===== src/rtl/legendre_polynomial_sequence_macros.svh =====
// assertion helpers shared by the legendre sequence rtl
`ifndef LEGENDRE_POLYNOMIAL_SEQUENCE_MACROS_SVH
`define LEGENDRE_POLYNOMIAL_SEQUENCE_MACROS_SVH

// same-cycle implication
`define LPS_ASSERT_IMP(lbl, clk, rstn, ante, cons) \
  lbl: assert property (@(posedge clk) disable iff (!rstn) (ante) |-> (cons)) \
    else $error("lps: same-cycle check failed");

// next-cycle implication
`define LPS_ASSERT_NXT(lbl, clk, rstn, ante, cons) \
  lbl: assert property (@(posedge clk) disable iff (!rstn) (ante) |=> (cons)) \
    else $error("lps: next-cycle check failed");

`endif


===== src/rtl/lps_pkg.sv =====
`default_nettype none

package lps_pkg;

  localparam int FRAC_BITS = 30;
  localparam int X_W       = FRAC_BITS + 1;
  localparam int VAL_W     = FRAC_BITS + 2;
  localparam int DEG_W     = 6;
  localparam int MAG_W     = FRAC_BITS + 1;
  localparam int PROD_W    = 2 * MAG_W;
  localparam int TERM_W    = PROD_W + DEG_W + 1;
  localparam int RADIX_W   = 8;
  localparam int QUO_W     = 40;
  localparam int DIV_STEPS = QUO_W / RADIX_W;
  localparam int CNT_W     = $clog2(DIV_STEPS);

  localparam logic [MAG_W-1:0] ONE_MAG = {1'b1, {FRAC_BITS{1'b0}}};

  typedef struct packed {
    logic load;
    logic shift_x;
    logic mul;
    logic scale;
    logic sum;
    logic load_div;
    logic div_step;
    logic write;
  } lps_cmd_t;

  typedef struct packed {
    logic first;
    logic last;
  } lps_stat_t;

endpackage

`default_nettype wire


===== src/rtl/lps_datapath.sv =====
`default_nettype none
`include "legendre_polynomial_sequence_macros.svh"

module lps_datapath import lps_pkg::*; #(
  parameter int MAX_DEGREE = 63
) (
  input  wire logic                    clk_i,
  input  wire logic                    rst_ni,
  input  wire lps_cmd_t                cmd_i,
  output lps_stat_t                    stat_o,
  input  wire logic signed [X_W-1:0]   x_value_i,
  input  wire logic        [DEG_W-1:0] degree_i,
  output logic signed [VAL_W-1:0]      poly_value_o,
  output logic        [DEG_W-1:0]      poly_index_o,
  output logic                         last_o
);

  logic [MAG_W-1:0]  x_mag_q, cur_mag_q, prev_mag_q;
  logic              x_neg_q, cur_neg_q, prev_neg_q;
  logic [DEG_W-1:0]  k_q, deg_q;
  logic [PROD_W-1:0] prod_q;
  logic [TERM_W-1:0] term_a_q, term_b_q, num_q;
  logic              num_neg_q;
  logic [QUO_W-1:0]  div_q, div_d;
  logic [DEG_W-1:0]  rem_q, rem_d;

  logic [MAG_W-1:0]  x_abs, x_mag_d, new_mag;
  logic [DEG_W-1:0]  deg_d;
  logic [DEG_W:0]    odd_w, dsr_w;
  logic              a_neg, b_neg;
  logic [TERM_W-1:0] num_d, rnd_sum;
  logic              num_neg_d;

  // argument clamp and degree limit
  always_comb begin
    x_abs   = x_value_i[X_W-1] ? MAG_W'(~x_value_i + 1'b1) : MAG_W'(x_value_i);
    x_mag_d = (x_abs > ONE_MAG) ? ONE_MAG : x_abs;
    deg_d   = (degree_i > DEG_W'(MAX_DEGREE)) ? DEG_W'(MAX_DEGREE) : degree_i;
  end

  assign odd_w = {k_q, 1'b1};
  assign dsr_w = {1'b0, k_q} + 1'b1;

  // signed-magnitude combine of (2k+1)*x*p and -k*q*one
  always_comb begin
    a_neg = x_neg_q ^ cur_neg_q;
    b_neg = ~prev_neg_q;
    if (a_neg == b_neg) begin
      num_d     = term_a_q + term_b_q;
      num_neg_d = a_neg;
    end else if (term_a_q >= term_b_q) begin
      num_d     = term_a_q - term_b_q;
      num_neg_d = a_neg;
    end else begin
      num_d     = term_b_q - term_a_q;
      num_neg_d = b_neg;
    end
  end

  // half the divisor folded in ahead so the quotient comes out rounded
  assign rnd_sum = num_q + (TERM_W'(dsr_w) << (FRAC_BITS - 1));

  // radix-256 restoring step, quotient bits shift in behind the dividend
  always_comb begin
    logic [DEG_W:0]   t;
    logic [QUO_W-1:0] sh;
    logic [DEG_W-1:0] r;
    sh = div_q;
    r  = rem_q;
    for (int i = 0; i < RADIX_W; i++) begin
      t  = {r, sh[QUO_W-1]};
      sh = {sh[QUO_W-2:0], 1'b0};
      if (t >= dsr_w) begin
        t     = t - dsr_w;
        sh[0] = 1'b1;
      end
      r = t[DEG_W-1:0];
    end
    div_d = sh;
    rem_d = r;
  end

  assign new_mag = (div_q > QUO_W'(ONE_MAG)) ? ONE_MAG : div_q[MAG_W-1:0];

  always_ff @(posedge clk_i or negedge rst_ni) begin
    if (!rst_ni) begin
      cur_mag_q  <= '0;
      cur_neg_q  <= 1'b0;
      prev_mag_q <= '0;
      prev_neg_q <= 1'b0;
      k_q        <= '0;
      deg_q      <= '0;
    end else if (cmd_i.load) begin
      cur_mag_q <= ONE_MAG;
      cur_neg_q <= 1'b0;
      k_q       <= '0;
      deg_q     <= deg_d;
    end else if (cmd_i.shift_x) begin
      prev_mag_q <= cur_mag_q;
      prev_neg_q <= cur_neg_q;
      cur_mag_q  <= x_mag_q;
      cur_neg_q  <= x_neg_q;
      k_q        <= k_q + 1'b1;
    end else if (cmd_i.write) begin
      prev_mag_q <= cur_mag_q;
      prev_neg_q <= cur_neg_q;
      cur_mag_q  <= new_mag;
      cur_neg_q  <= num_neg_q && (new_mag != '0);
      k_q        <= k_q + 1'b1;
    end
  end

  always_ff @(posedge clk_i) begin
    if (cmd_i.load) begin
      x_mag_q <= x_mag_d;
      x_neg_q <= x_value_i[X_W-1] && (x_mag_d != '0);
    end
    if (cmd_i.mul) begin
      prod_q <= x_mag_q * cur_mag_q;
    end
    if (cmd_i.scale) begin
      term_a_q <= TERM_W'(prod_q) * TERM_W'(odd_w);
      term_b_q <= (TERM_W'(prev_mag_q) * TERM_W'(k_q)) << FRAC_BITS;
    end
    if (cmd_i.sum) begin
      num_q     <= num_d;
      num_neg_q <= num_neg_d;
    end
    if (cmd_i.load_div) begin
      div_q <= QUO_W'(rnd_sum[TERM_W-1:FRAC_BITS]);
      rem_q <= '0;
    end else if (cmd_i.div_step) begin
      div_q <= div_d;
      rem_q <= rem_d;
    end
  end

  assign stat_o.first  = (k_q == '0);
  assign stat_o.last   = (k_q == deg_q);
  assign poly_value_o  = cur_neg_q ? -VAL_W'(cur_mag_q) : VAL_W'(cur_mag_q);
  assign poly_index_o  = k_q;
  assign last_o        = (k_q == deg_q);

  `LPS_ASSERT_IMP(cur_sat_a, clk_i, rst_ni, 1'b1, cur_mag_q <= ONE_MAG)
  `LPS_ASSERT_IMP(idx_le_deg_a, clk_i, rst_ni, 1'b1, k_q <= deg_q)

endmodule

`default_nettype wire


===== src/rtl/lps_ctrl.sv =====
`default_nettype none
`include "legendre_polynomial_sequence_macros.svh"

module lps_ctrl import lps_pkg::*; (
  input  wire logic      clk_i,
  input  wire logic      rst_ni,
  input  wire logic      in_valid_i,
  output logic           in_ready_o,
  output logic           out_valid_o,
  input  wire logic      out_ready_i,
  input  wire lps_stat_t stat_i,
  output lps_cmd_t       cmd_o
);

  typedef enum logic [7:0] {
    S_IDLE  = 8'b0000_0001,
    S_EMIT  = 8'b0000_0010,
    S_MUL   = 8'b0000_0100,
    S_SCALE = 8'b0000_1000,
    S_SUM   = 8'b0001_0000,
    S_LOAD  = 8'b0010_0000,
    S_DIV   = 8'b0100_0000,
    S_WRITE = 8'b1000_0000
  } state_e;

  state_e           state_q, state_d;
  logic [CNT_W-1:0] cnt_q, cnt_d;

  always_comb begin
    state_d     = state_q;
    cnt_d       = cnt_q;
    cmd_o       = '0;
    in_ready_o  = 1'b0;
    out_valid_o = 1'b0;
    case (state_q)
      S_IDLE: begin
        in_ready_o = 1'b1;
        if (in_valid_i) begin
          cmd_o.load = 1'b1;
          state_d    = S_EMIT;
        end
      end
      S_EMIT: begin
        out_valid_o = 1'b1;
        if (out_ready_i) begin
          if (stat_i.last) begin
            state_d = S_IDLE;
          end else if (stat_i.first) begin
            // second beat is x itself
            cmd_o.shift_x = 1'b1;
          end else begin
            state_d = S_MUL;
          end
        end
      end
      S_MUL: begin
        cmd_o.mul = 1'b1;
        state_d   = S_SCALE;
      end
      S_SCALE: begin
        cmd_o.scale = 1'b1;
        state_d     = S_SUM;
      end
      S_SUM: begin
        cmd_o.sum = 1'b1;
        state_d   = S_LOAD;
      end
      S_LOAD: begin
        cmd_o.load_div = 1'b1;
        cnt_d          = '0;
        state_d        = S_DIV;
      end
      S_DIV: begin
        cmd_o.div_step = 1'b1;
        cnt_d          = cnt_q + 1'b1;
        if (cnt_q == CNT_W'(DIV_STEPS - 1)) begin
          state_d = S_WRITE;
        end
      end
      S_WRITE: begin
        cmd_o.write = 1'b1;
        state_d     = S_EMIT;
      end
      default: begin
        state_d = S_IDLE;
      end
    endcase
  end

  always_ff @(posedge clk_i or negedge rst_ni) begin
    if (!rst_ni) begin
      state_q <= S_IDLE;
      cnt_q   <= '0;
    end else begin
      state_q <= state_d;
      cnt_q   <= cnt_d;
    end
  end

  `LPS_ASSERT_IMP(ready_valid_excl_a, clk_i, rst_ni, in_ready_o, !out_valid_o)
  `LPS_ASSERT_NXT(in_beat_emits_a, clk_i, rst_ni, in_valid_i && in_ready_o, out_valid_o)
  `LPS_ASSERT_NXT(last_beat_idles_a, clk_i, rst_ni,
                  out_valid_o && out_ready_i && stat_i.last, in_ready_o)

endmodule

`default_nettype wire


===== src/rtl/legendre_polynomial_sequence.sv =====
// channel | handshake             | payload
// input   | in_valid_i/in_ready_o | x_value_i (s31 Q1.30), degree_i (u6)
// output  | out_valid_o/out_ready_i | poly_value_o (s32 Q2.30), poly_index_o, last_o
//
// one request gives degree+1 beats, P0 first; a new request is taken only once the
// beat marked last has been taken.
// P1 is x itself and needs no recurrence; each later degree runs the recurrence
// (multiply, scale, combine, rounding add, radix-256 divide steps, write) before
// its output beat is offered.
// stalls on the output hold the recurrence; reset returns the controller to idle.
`default_nettype none

module legendre_polynomial_sequence import lps_pkg::*; #(
  parameter int MAX_DEGREE = 63
) (
  input  wire logic                    clk_i,
  input  wire logic                    rst_ni,
  input  wire logic                    in_valid_i,
  output logic                         in_ready_o,
  input  wire logic signed [X_W-1:0]   x_value_i,
  input  wire logic        [DEG_W-1:0] degree_i,
  output logic                         out_valid_o,
  input  wire logic                    out_ready_i,
  output logic signed [VAL_W-1:0]      poly_value_o,
  output logic        [DEG_W-1:0]      poly_index_o,
  output logic                         last_o
);

  lps_cmd_t  cmd;
  lps_stat_t stat;

  lps_ctrl u_ctrl (
    .clk_i       (clk_i),
    .rst_ni      (rst_ni),
    .in_valid_i  (in_valid_i),
    .in_ready_o  (in_ready_o),
    .out_valid_o (out_valid_o),
    .out_ready_i (out_ready_i),
    .stat_i      (stat),
    .cmd_o       (cmd)
  );

  lps_datapath #(
    .MAX_DEGREE (MAX_DEGREE)
  ) u_datapath (
    .clk_i        (clk_i),
    .rst_ni       (rst_ni),
    .cmd_i        (cmd),
    .stat_o       (stat),
    .x_value_i    (x_value_i),
    .degree_i     (degree_i),
    .poly_value_o (poly_value_o),
    .poly_index_o (poly_index_o),
    .last_o       (last_o)
  );

endmodule

`default_nettype wire


===== config.mk =====
export PLATFORM = sky130hd
export DESIGN_NAME = legendre_polynomial_sequence
export DESIGN_NICKNAME = d
export VERILOG_FILES = /design/src/rtl/lps_pkg.sv /design/src/rtl/lps_datapath.sv /design/src/rtl/lps_ctrl.sv /design/src/rtl/legendre_polynomial_sequence.sv
export VERILOG_INCLUDE_DIRS = /design/src /design/src/rtl
export SDC_FILE = /design/constraint.sdc
export NUM_CORES = 2
export LEC_CHECK = 0
export BUFFER_PORTS_ARGS = -buffer_cell sky130_fd_sc_hd__buf_2
export CORE_MARGIN = 4
export CORE_UTILIZATION = 60
export DETAILED_ROUTE_END_ITERATION = 10
export GPL_ROUTABILITY_DRIVEN = 1
export MAX_ROUTING_LAYER = met4
export PLACE_DENSITY = 0.76
export RECOVER_POWER = 50
export SLEW_MARGIN = 20
export SYNTH_ARGS = -nofsm -noshare
export SYNTH_HDL_FRONTEND = slang
export SYNTH_HIERARCHICAL = 1
export SYNTH_SLANG_ARGS = --single-unit

===== constraint.sdc =====
create_clock -name clk_i -period 17.2 [get_ports clk_i]
set_input_delay 3.44 -clock clk_i [delete_from_list [all_inputs] [get_ports clk_i]]
set_output_delay 3.44 -clock clk_i [all_outputs]
set_load 0.05 [all_outputs]

# After elaboration in Yosys (flattened, before gate mapping)
# Cells that the tools add are included.
word_totals:
  elab_cells: 141
  ff_bits: 403
op_classes:
  n_mux: 61
  multipliers: 3
  magnitude_cmp: 12
  add_sub_neg: 17
  eq_ne: 15
  n_reduce_logical: 11
  bitwise: 4
ops:
  columns: ["cell", "count"]
  rows:
  - ["31-bit 2-to-1 mux", 8]
  - ["69-bit 2-to-1 mux", 2]
  - ["39-bit 2-to-1 mux", 2]
  - ["6-bit 2-to-1 mux", 12]
  - ["69-bit by 36-bit adder with 69-bit output", 1]
  - ["69-bit by 67-bit adder with 69-bit output", 1]
  - ["69-bit by 67-bit >= comparator with 1-bit output", 1]
  - ["62-bit by 7-bit multiplier with 69-bit output", 1]
  - ["67-bit by 69-bit subtractor with 69-bit output", 1]
  - ["69-bit by 67-bit subtractor with 69-bit output", 1]
  - ["8-bit one-hot mux with 8 select lines", 1]
  - ["31-bit by 31-bit multiplier with 62-bit output", 1]
  - ["31-bit nonzero test", 2]
  - ["7-bit >= comparator", 8]
  - ["6-bit subtractor", 8]
  - ["40-bit by 31-bit greater-than comparator with 1-bit output (second input constant)", 1]
  - ["8-bit 2-to-1 mux", 5]
  - ["31-bit by 6-bit multiplier with 37-bit output", 1]
  - ["32-bit 2-to-1 mux", 1]
  - ["31-bit negation with 32-bit output", 1]
  - ["31-bit by 1-bit adder with 31-bit output (second input constant)", 1]
  - ["31-bit greater-than comparator (second input constant)", 1]
  - ["31-bit inverter", 1]
  - ["1-bit 2-to-1 mux", 29]
  - ["other kinds (27)", 32]

# Depth between registers and ports, before layout
logic_depth:
  ltp_word: 19
  depth_mapped: 73
  depth_no_buf: 68

# Hierarchy
# Netlist, hierarchy kept.
modules_own_cells:
  columns: ["module", "n_inst", "cells_each", "area_each_um2"]
  rows:
  - ["lps_datapath", 1, 8169, 72299.3]
  - ["lps_ctrl", 1, 85, 788.3]

# Worst setup path after synthesis
# OpenSTA, ideal clock, no wires.
synth_timing:
  kind: "reg-to-reg"
  from: "register u_datapath.k_q[1], in the netlist u_datapath/poly_index_o[1]"
  to: "register u_datapath.rem_q[0]"
  slack_ns: 2.193
  path_stages_with_launch: 68
  period_less_slack_ns: 15.007
  required_time_ns: 17.094
  path_buffers: 5
  t_arrival_ns: 14.901
  path_cell_list: "dfrtp_1 buf_4 clkbuf_1 inv_1 ha_1 inv_1 ha_1 nand2_1 o21ai_0 maj3_2 a2111oi_4 nor2_1 xor2_1 ha_1 and3_1 a31oi_1 o211ai_2 a311oi_4 [... 32 more ...] o21ai_0 ha_1 nor2b_1 o31ai_1 a21oi_1 o21a_1 o21ai_0 inv_1 ha_1 nor2b_1 o21ai_0 nand2b_1 nand2_1 o211a_1 o22ai_1 nand2_1 or4b_2 o311ai_0"
synth_between:
  elab_chain_cells: 17
synth_rtl:
  columns: ["item", "line", "rtl"]
  rows:
  - ["from (decl)", "lps_datapath.sv:20", "logic [DEG_W-1:0] k_q, deg_q;"]
  - ["from (signal assigned)", "lps_datapath.sv:103", "k_q <= k_q + 1'b1;"]
  - ["from (signal assigned)", "lps_datapath.sv:109", "k_q <= k_q + 1'b1;"]
  - ["6-bit by 1-bit adder with 7-bit output *", "lps_datapath.sv:42", "assign dsr_w = {1'b0, k_q} + 1'b1;"]
  - ["6-bit subtractor or 7-bit >= comparator (tied branches)", "lps_datapath.sv:74, lps_datapath.sv:73", null]
  - ["6-bit 2-to-1 mux", "lps_datapath.sv:73", "if (t >= dsr_w) begin"]
  - ["6-bit subtractor or 7-bit >= comparator (tied branches)", "lps_datapath.sv:74, lps_datapath.sv:73", null]
  - ["6-bit 2-to-1 mux", "lps_datapath.sv:73", null]
  - ["6-bit subtractor or 7-bit >= comparator (tied branches)", "lps_datapath.sv:74, lps_datapath.sv:73", null]
  - ["6-bit 2-to-1 mux", "lps_datapath.sv:73", null]
  - ["6-bit subtractor or 7-bit >= comparator (tied branches)", "lps_datapath.sv:74, lps_datapath.sv:73", null]
  - ["6-bit 2-to-1 mux", "lps_datapath.sv:73", null]
  - ["6-bit subtractor or 7-bit >= comparator (tied branches)", "lps_datapath.sv:74, lps_datapath.sv:73", null]
  - ["6-bit 2-to-1 mux", "lps_datapath.sv:73", null]
  - ["7-bit >= comparator or 6-bit subtractor (tied branches)", "lps_datapath.sv:73, lps_datapath.sv:74", null]
  - ["6-bit 2-to-1 mux", "lps_datapath.sv:73", null]
  - ["6-bit subtractor or 7-bit >= comparator (tied branches)", "lps_datapath.sv:74, lps_datapath.sv:73", null]
  - ["6-bit 2-to-1 mux", "lps_datapath.sv:73", null]
  - ["7-bit >= comparator *", "lps_datapath.sv:73", null]
  - ["6-bit 2-to-1 mux *", "lps_datapath.sv:73", null]
  - ["to (signal assigned)", "lps_datapath.sv:134", "rem_q <= rem_d;"]
  - ["to (decl)", "lps_datapath.sv:25", "logic [DEG_W-1:0] rem_q, rem_d;"]
# Every way passes the cells marked *; elsewhere a longest branch is shown, timed or not.
# A chain may end at the register's enable or synchronous reset.

# Worst setup path in the final report
layout_timing:
  from: "register u_datapath.k_q[0], in the netlist u_datapath/poly_index_o[0]"
  to: "register u_datapath.rem_q[0]"
layout_between:
  elab_chain_cells: 17
layout_rtl:
  columns: ["item", "line"]
  rows:
  - ["6-bit by 1-bit adder with 7-bit output *", "lps_datapath.sv:42"]
  - ["6-bit subtractor or 7-bit >= comparator (tied branches)", "lps_datapath.sv:74, lps_datapath.sv:73"]
  - ["6-bit 2-to-1 mux", "lps_datapath.sv:73"]
  - ["6-bit subtractor or 7-bit >= comparator (tied branches)", "lps_datapath.sv:74, lps_datapath.sv:73"]
  - ["6-bit 2-to-1 mux", "lps_datapath.sv:73"]
  - ["6-bit subtractor or 7-bit >= comparator (tied branches)", "lps_datapath.sv:74, lps_datapath.sv:73"]
  - ["6-bit 2-to-1 mux", "lps_datapath.sv:73"]
  - ["6-bit subtractor or 7-bit >= comparator (tied branches)", "lps_datapath.sv:74, lps_datapath.sv:73"]
  - ["6-bit 2-to-1 mux", "lps_datapath.sv:73"]
  - ["6-bit subtractor or 7-bit >= comparator (tied branches)", "lps_datapath.sv:74, lps_datapath.sv:73"]
  - ["6-bit 2-to-1 mux", "lps_datapath.sv:73"]
  - ["6-bit subtractor or 7-bit >= comparator (tied branches)", "lps_datapath.sv:74, lps_datapath.sv:73"]
  - ["6-bit 2-to-1 mux", "lps_datapath.sv:73"]
  - ["7-bit >= comparator or 6-bit subtractor (tied branches)", "lps_datapath.sv:73, lps_datapath.sv:74"]
  - ["6-bit 2-to-1 mux", "lps_datapath.sv:73"]
  - ["7-bit >= comparator", "lps_datapath.sv:73"]
  - ["6-bit 2-to-1 mux *", "lps_datapath.sv:73"]
# Marked as above.

==> results.yml <==
global_route:
  track_usage_pct: 37.22
  antenna_found_initial: 11
  grt-ovfl-total: 0
  met1_usage_pct: 46.18
  grt_pass1_vias: 61330
  grt_pass1_wl_um: 354400
  met3_usage_pct: 7.490
  met2_usage_pct: 57.55
  grt_max_degree: 90
  grt.busiest_layer: "met2"
synthesis:
  ys_ff_latch: 374
  synth.distinct_cells: 104
  synth_enable_flop_cells: 280
  netlist_instances: 8254
  synth_ff_type: "edfxtp_1"
  synth_seq_area_share_pct: 14.68
  synth_nets: 10110
  ys_warn_count: 6
  async_reset_ff_share_pct: 23.26
  synth_area_sq_um: 73090
  syn_area_per_cell_sq_um: 8.855
sta:
  relSlewSlack_pct: -204.1
  skew_ns: 0.04560
  post-route-min-period_ns: 15.12
  hold_violations: 0
  final.setup.tns_ns: 0
  period_share_pct: 87.92
  tightestPinTransition_ns: 4.562
  slew_violations: 711
  fmax_ghz: 0.06613
  setup_viol: 0
  whs_ns: 0.5000
  rsz0062_at_grt: "false"
outcome:
  status: "complete, but fails checks"
  violations: "capacitance limit, slew limit"
cts:
  cts_hold_buf: 0
  cts.path.max_buffers: 3
  numCtsBuffers: 44
  path_clk_slew_ns: 0.07
  post_cts_buffers: 0
  h-tree-depth: 2
  cts_tree: "yes"
  ctsResizeCount: 0
  ctsRootBufferMaster: "clkbuf_16"
  clock_sinks: 374
  clock_latency_ns: 0.63
worst_hold_path:
  min_path_type: "reg2reg"
critical_path:
  endpoint_kind: "flop"
  slowest_delay_ns: 0.76
  cp.arrival_ns: 15.59
  crit_buf_inv: 5
  crit_family: "compound AO/OA/AOI/OAI gates"
  slowest_stage: "dfrtp_4"
  critPathLaunchType: "flop"
  path_class: "reg2reg"
  cp.required_ns: 17.67
  path_common_cell: "ha_1"
  path_max_fanout: 35
die:
  rows: 127
  die-area_sq_um: 127500
  initial_core_util_pct: 60.68
  ios: 82
  core_area_sq_um: 120400
  die_h_um: 357.0
  die_x_um: 357.0
final_layout:
  seqCellArea_sq_um: 10750
  finalNonFillerCells: 9802
  mostFrequentLayoutCell: "nand2_1"
  utilization_pct: 63.80
  syn2layout_area_growth_pct: 5.144
  multi_input_area_sq_um: 55620
  fillers: 10130
  nets: 10000
  mostFrequentLayoutCells: "1567 x nand2_1, 1355 x inv_1, 1264 x fa_1"
  drive_gt1_share_pct: 5.370
route:
  wire_per_inst_um: 23.01
  dr_total_vias: 59240
  vias_per_cell: 6.044
  drtIter0Drc: 5610
  firstDrtPassIters: 6
  route.detailed.drc: 0
  antenna_left: 0
  routed_wl_um: 225600
placement:
  dp_cells: 9707
  io_buffer_count: 81
  place_hpwl_um: 173200
  gp_congestion: 0.9777
run:
  drv_cap: 13
-- area by class of cell --
cell class | instances | area share, %
diodes | 15 | 0.04884
clock buffers | 59 | 1.685
clock inverters | 21 | 0.3207
inverters | 1360 | 6.643
multi-input cells | 6097 | 72.38
flip-flops and latches | 374 | 13.99
well taps | 1612 | 2.625
repair buffers | 264 | 2.307
-- routing by layer --
| metal | wire length, um | part of all wire (%) | up-vias |
|---|---|---|---|
| met2 | 103100 | 46 | 3037 |
| met4 | 15840 | 7.0 | 0 |
| li1 | - | - | 25910 |
| met5 | 0 | 0 | - |
| met3 | 21510 | 9.5 | 655 |
| met1 | 85150 | 38 | 29640 |
-- path summary, 6_finish.rpt --
path	from	endpoint	cells past startpoint	slack, ns
setup reg to reg	u_datapath/poly_index_o[0]	u_datapath/rem_q[0]	64	2.08
hold reg to reg	u_datapath/rem_q[5]	u_datapath/rem_q[5]	2	0.50
max in group asynchronous	rst_ni	u_datapath/cur_mag_q[17]	2	9.60
hold / removal	u_datapath/rem_q[5]	u_datapath/rem_q[5]	2	0.50
setup / recovery	u_datapath/poly_index_o[0]	u_datapath/rem_q[0]	64	2.08
min in group asynchronous	rst_ni	u_datapath/deg_q[3]	1	3.40
-- sequential cells by signal (all words and copies together) (netlist names), 3 cells and up --
register,cells
u_ctrl/cnt_q,3
u_ctrl/state_q,8
u_datapath/cur_mag_q,31
u_datapath/deg_q,6
u_datapath/div_q,40
u_datapath/num_q,40
u_datapath/poly_index_o,6
u_datapath/prev_mag_q,31
u_datapath/prod_q,62
u_datapath/rem_q,6
u_datapath/term_a_q,69
u_datapath/term_b_q,37
u_datapath/x_mag_q,31
-- worst reg2reg max path, delay by kind of cell (launching register included) --
family,cells,cell delay (ns)
xor+xnor,1,0.27
flops,1,0.76
simple gates,13,2.40
fa+ha+maj,10,3.15
compound gates,31,6.66
mux,4,1.08
buf+inv,5,0.63
-- through the flow --
| step | setup slack (ns) | area [sq um] |
|---|---|---|
| 2_1_floorplan | 2.193 | 73090 |
| 3_3_place_gp | 1.978 | 75300 |
| 3_5_place_dp | 2.074 | 75340 |
| 4_1_cts | 1.973 | 76890 |
| 5_1_grt | 0.4610 | 76820 |
| 6_report | 2.078 | 76850 |
-- cells in the mapped netlist (9+ instances only) --
cell | n | share of area (%)
buf_1 | 34 | 0.17
nor2b_1 | 48 | 0.41
xor2_1 | 119 | 1.4
a21boi_0 | 11 | 0.11
nor3b_1 | 13 | 0.13
a221oi_1 | 15 | 0.18
nor2_1 | 346 | 1.8
o31ai_1 | 36 | 0.37
o21ai_0 | 239 | 1.6
clkbuf_1 | 372 | 1.9
o31a_1 | 9 | 0.11
or4_1 | 15 | 0.15
nor4_1 | 33 | 0.28
a31oi_1 | 42 | 0.36
o21bai_1 | 51 | 0.52
o211ai_1 | 26 | 0.27
inv_1 | 1356 | 7.0
o41ai_1 | 10 | 0.12
xnor2_1 | 222 | 2.7
fa_1 | 1264 | 35
o21a_1 | 43 | 0.44
and2_1 | 248 | 2.1
ha_1 | 555 | 9.5
a21oi_1 | 391 | 2.7
nand3_1 | 73 | 0.50
dfrtp_1 | 86 | 2.9
and4_1 | 9 | 0.11
a22oi_1 | 32 | 0.33
or3_1 | 38 | 0.33
or2_2 | 13 | 0.11
nand2_1 | 1567 | 8.0
and3_1 | 28 | 0.24
mux2_2 | 49 | 0.75
o22ai_1 | 9 | 0.077
nand2b_1 | 53 | 0.45
nand4_1 | 54 | 0.46
maj3_1 | 9 | 0.12
nor2_2 | 10 | 0.086
mux2i_1 | 19 | 0.26
edfxtp_1 | 280 | 12
a211oi_1 | 44 | 0.45
a21o_1 | 131 | 1.3
nor3_1 | 84 | 0.58
-- cell families (layout without fill, tap and decap cells) --
family	after synthesis	after routing	share of synthesized area [%]
mux	72	72	1.092
xor+xnor	343	343	4.162
other cells	0	15	0
fa+ha+maj	1829	1829	44.26
simple gates	2669	2669	16.30
compound gates	1184	1184	10.27
buf+inv	1783	1704	9.241
flops	374	374	14.68
Power is left out: the tool's default activity adds up to more than one toggle a clock period on the data nets, which glitch-free logic cannot reach.
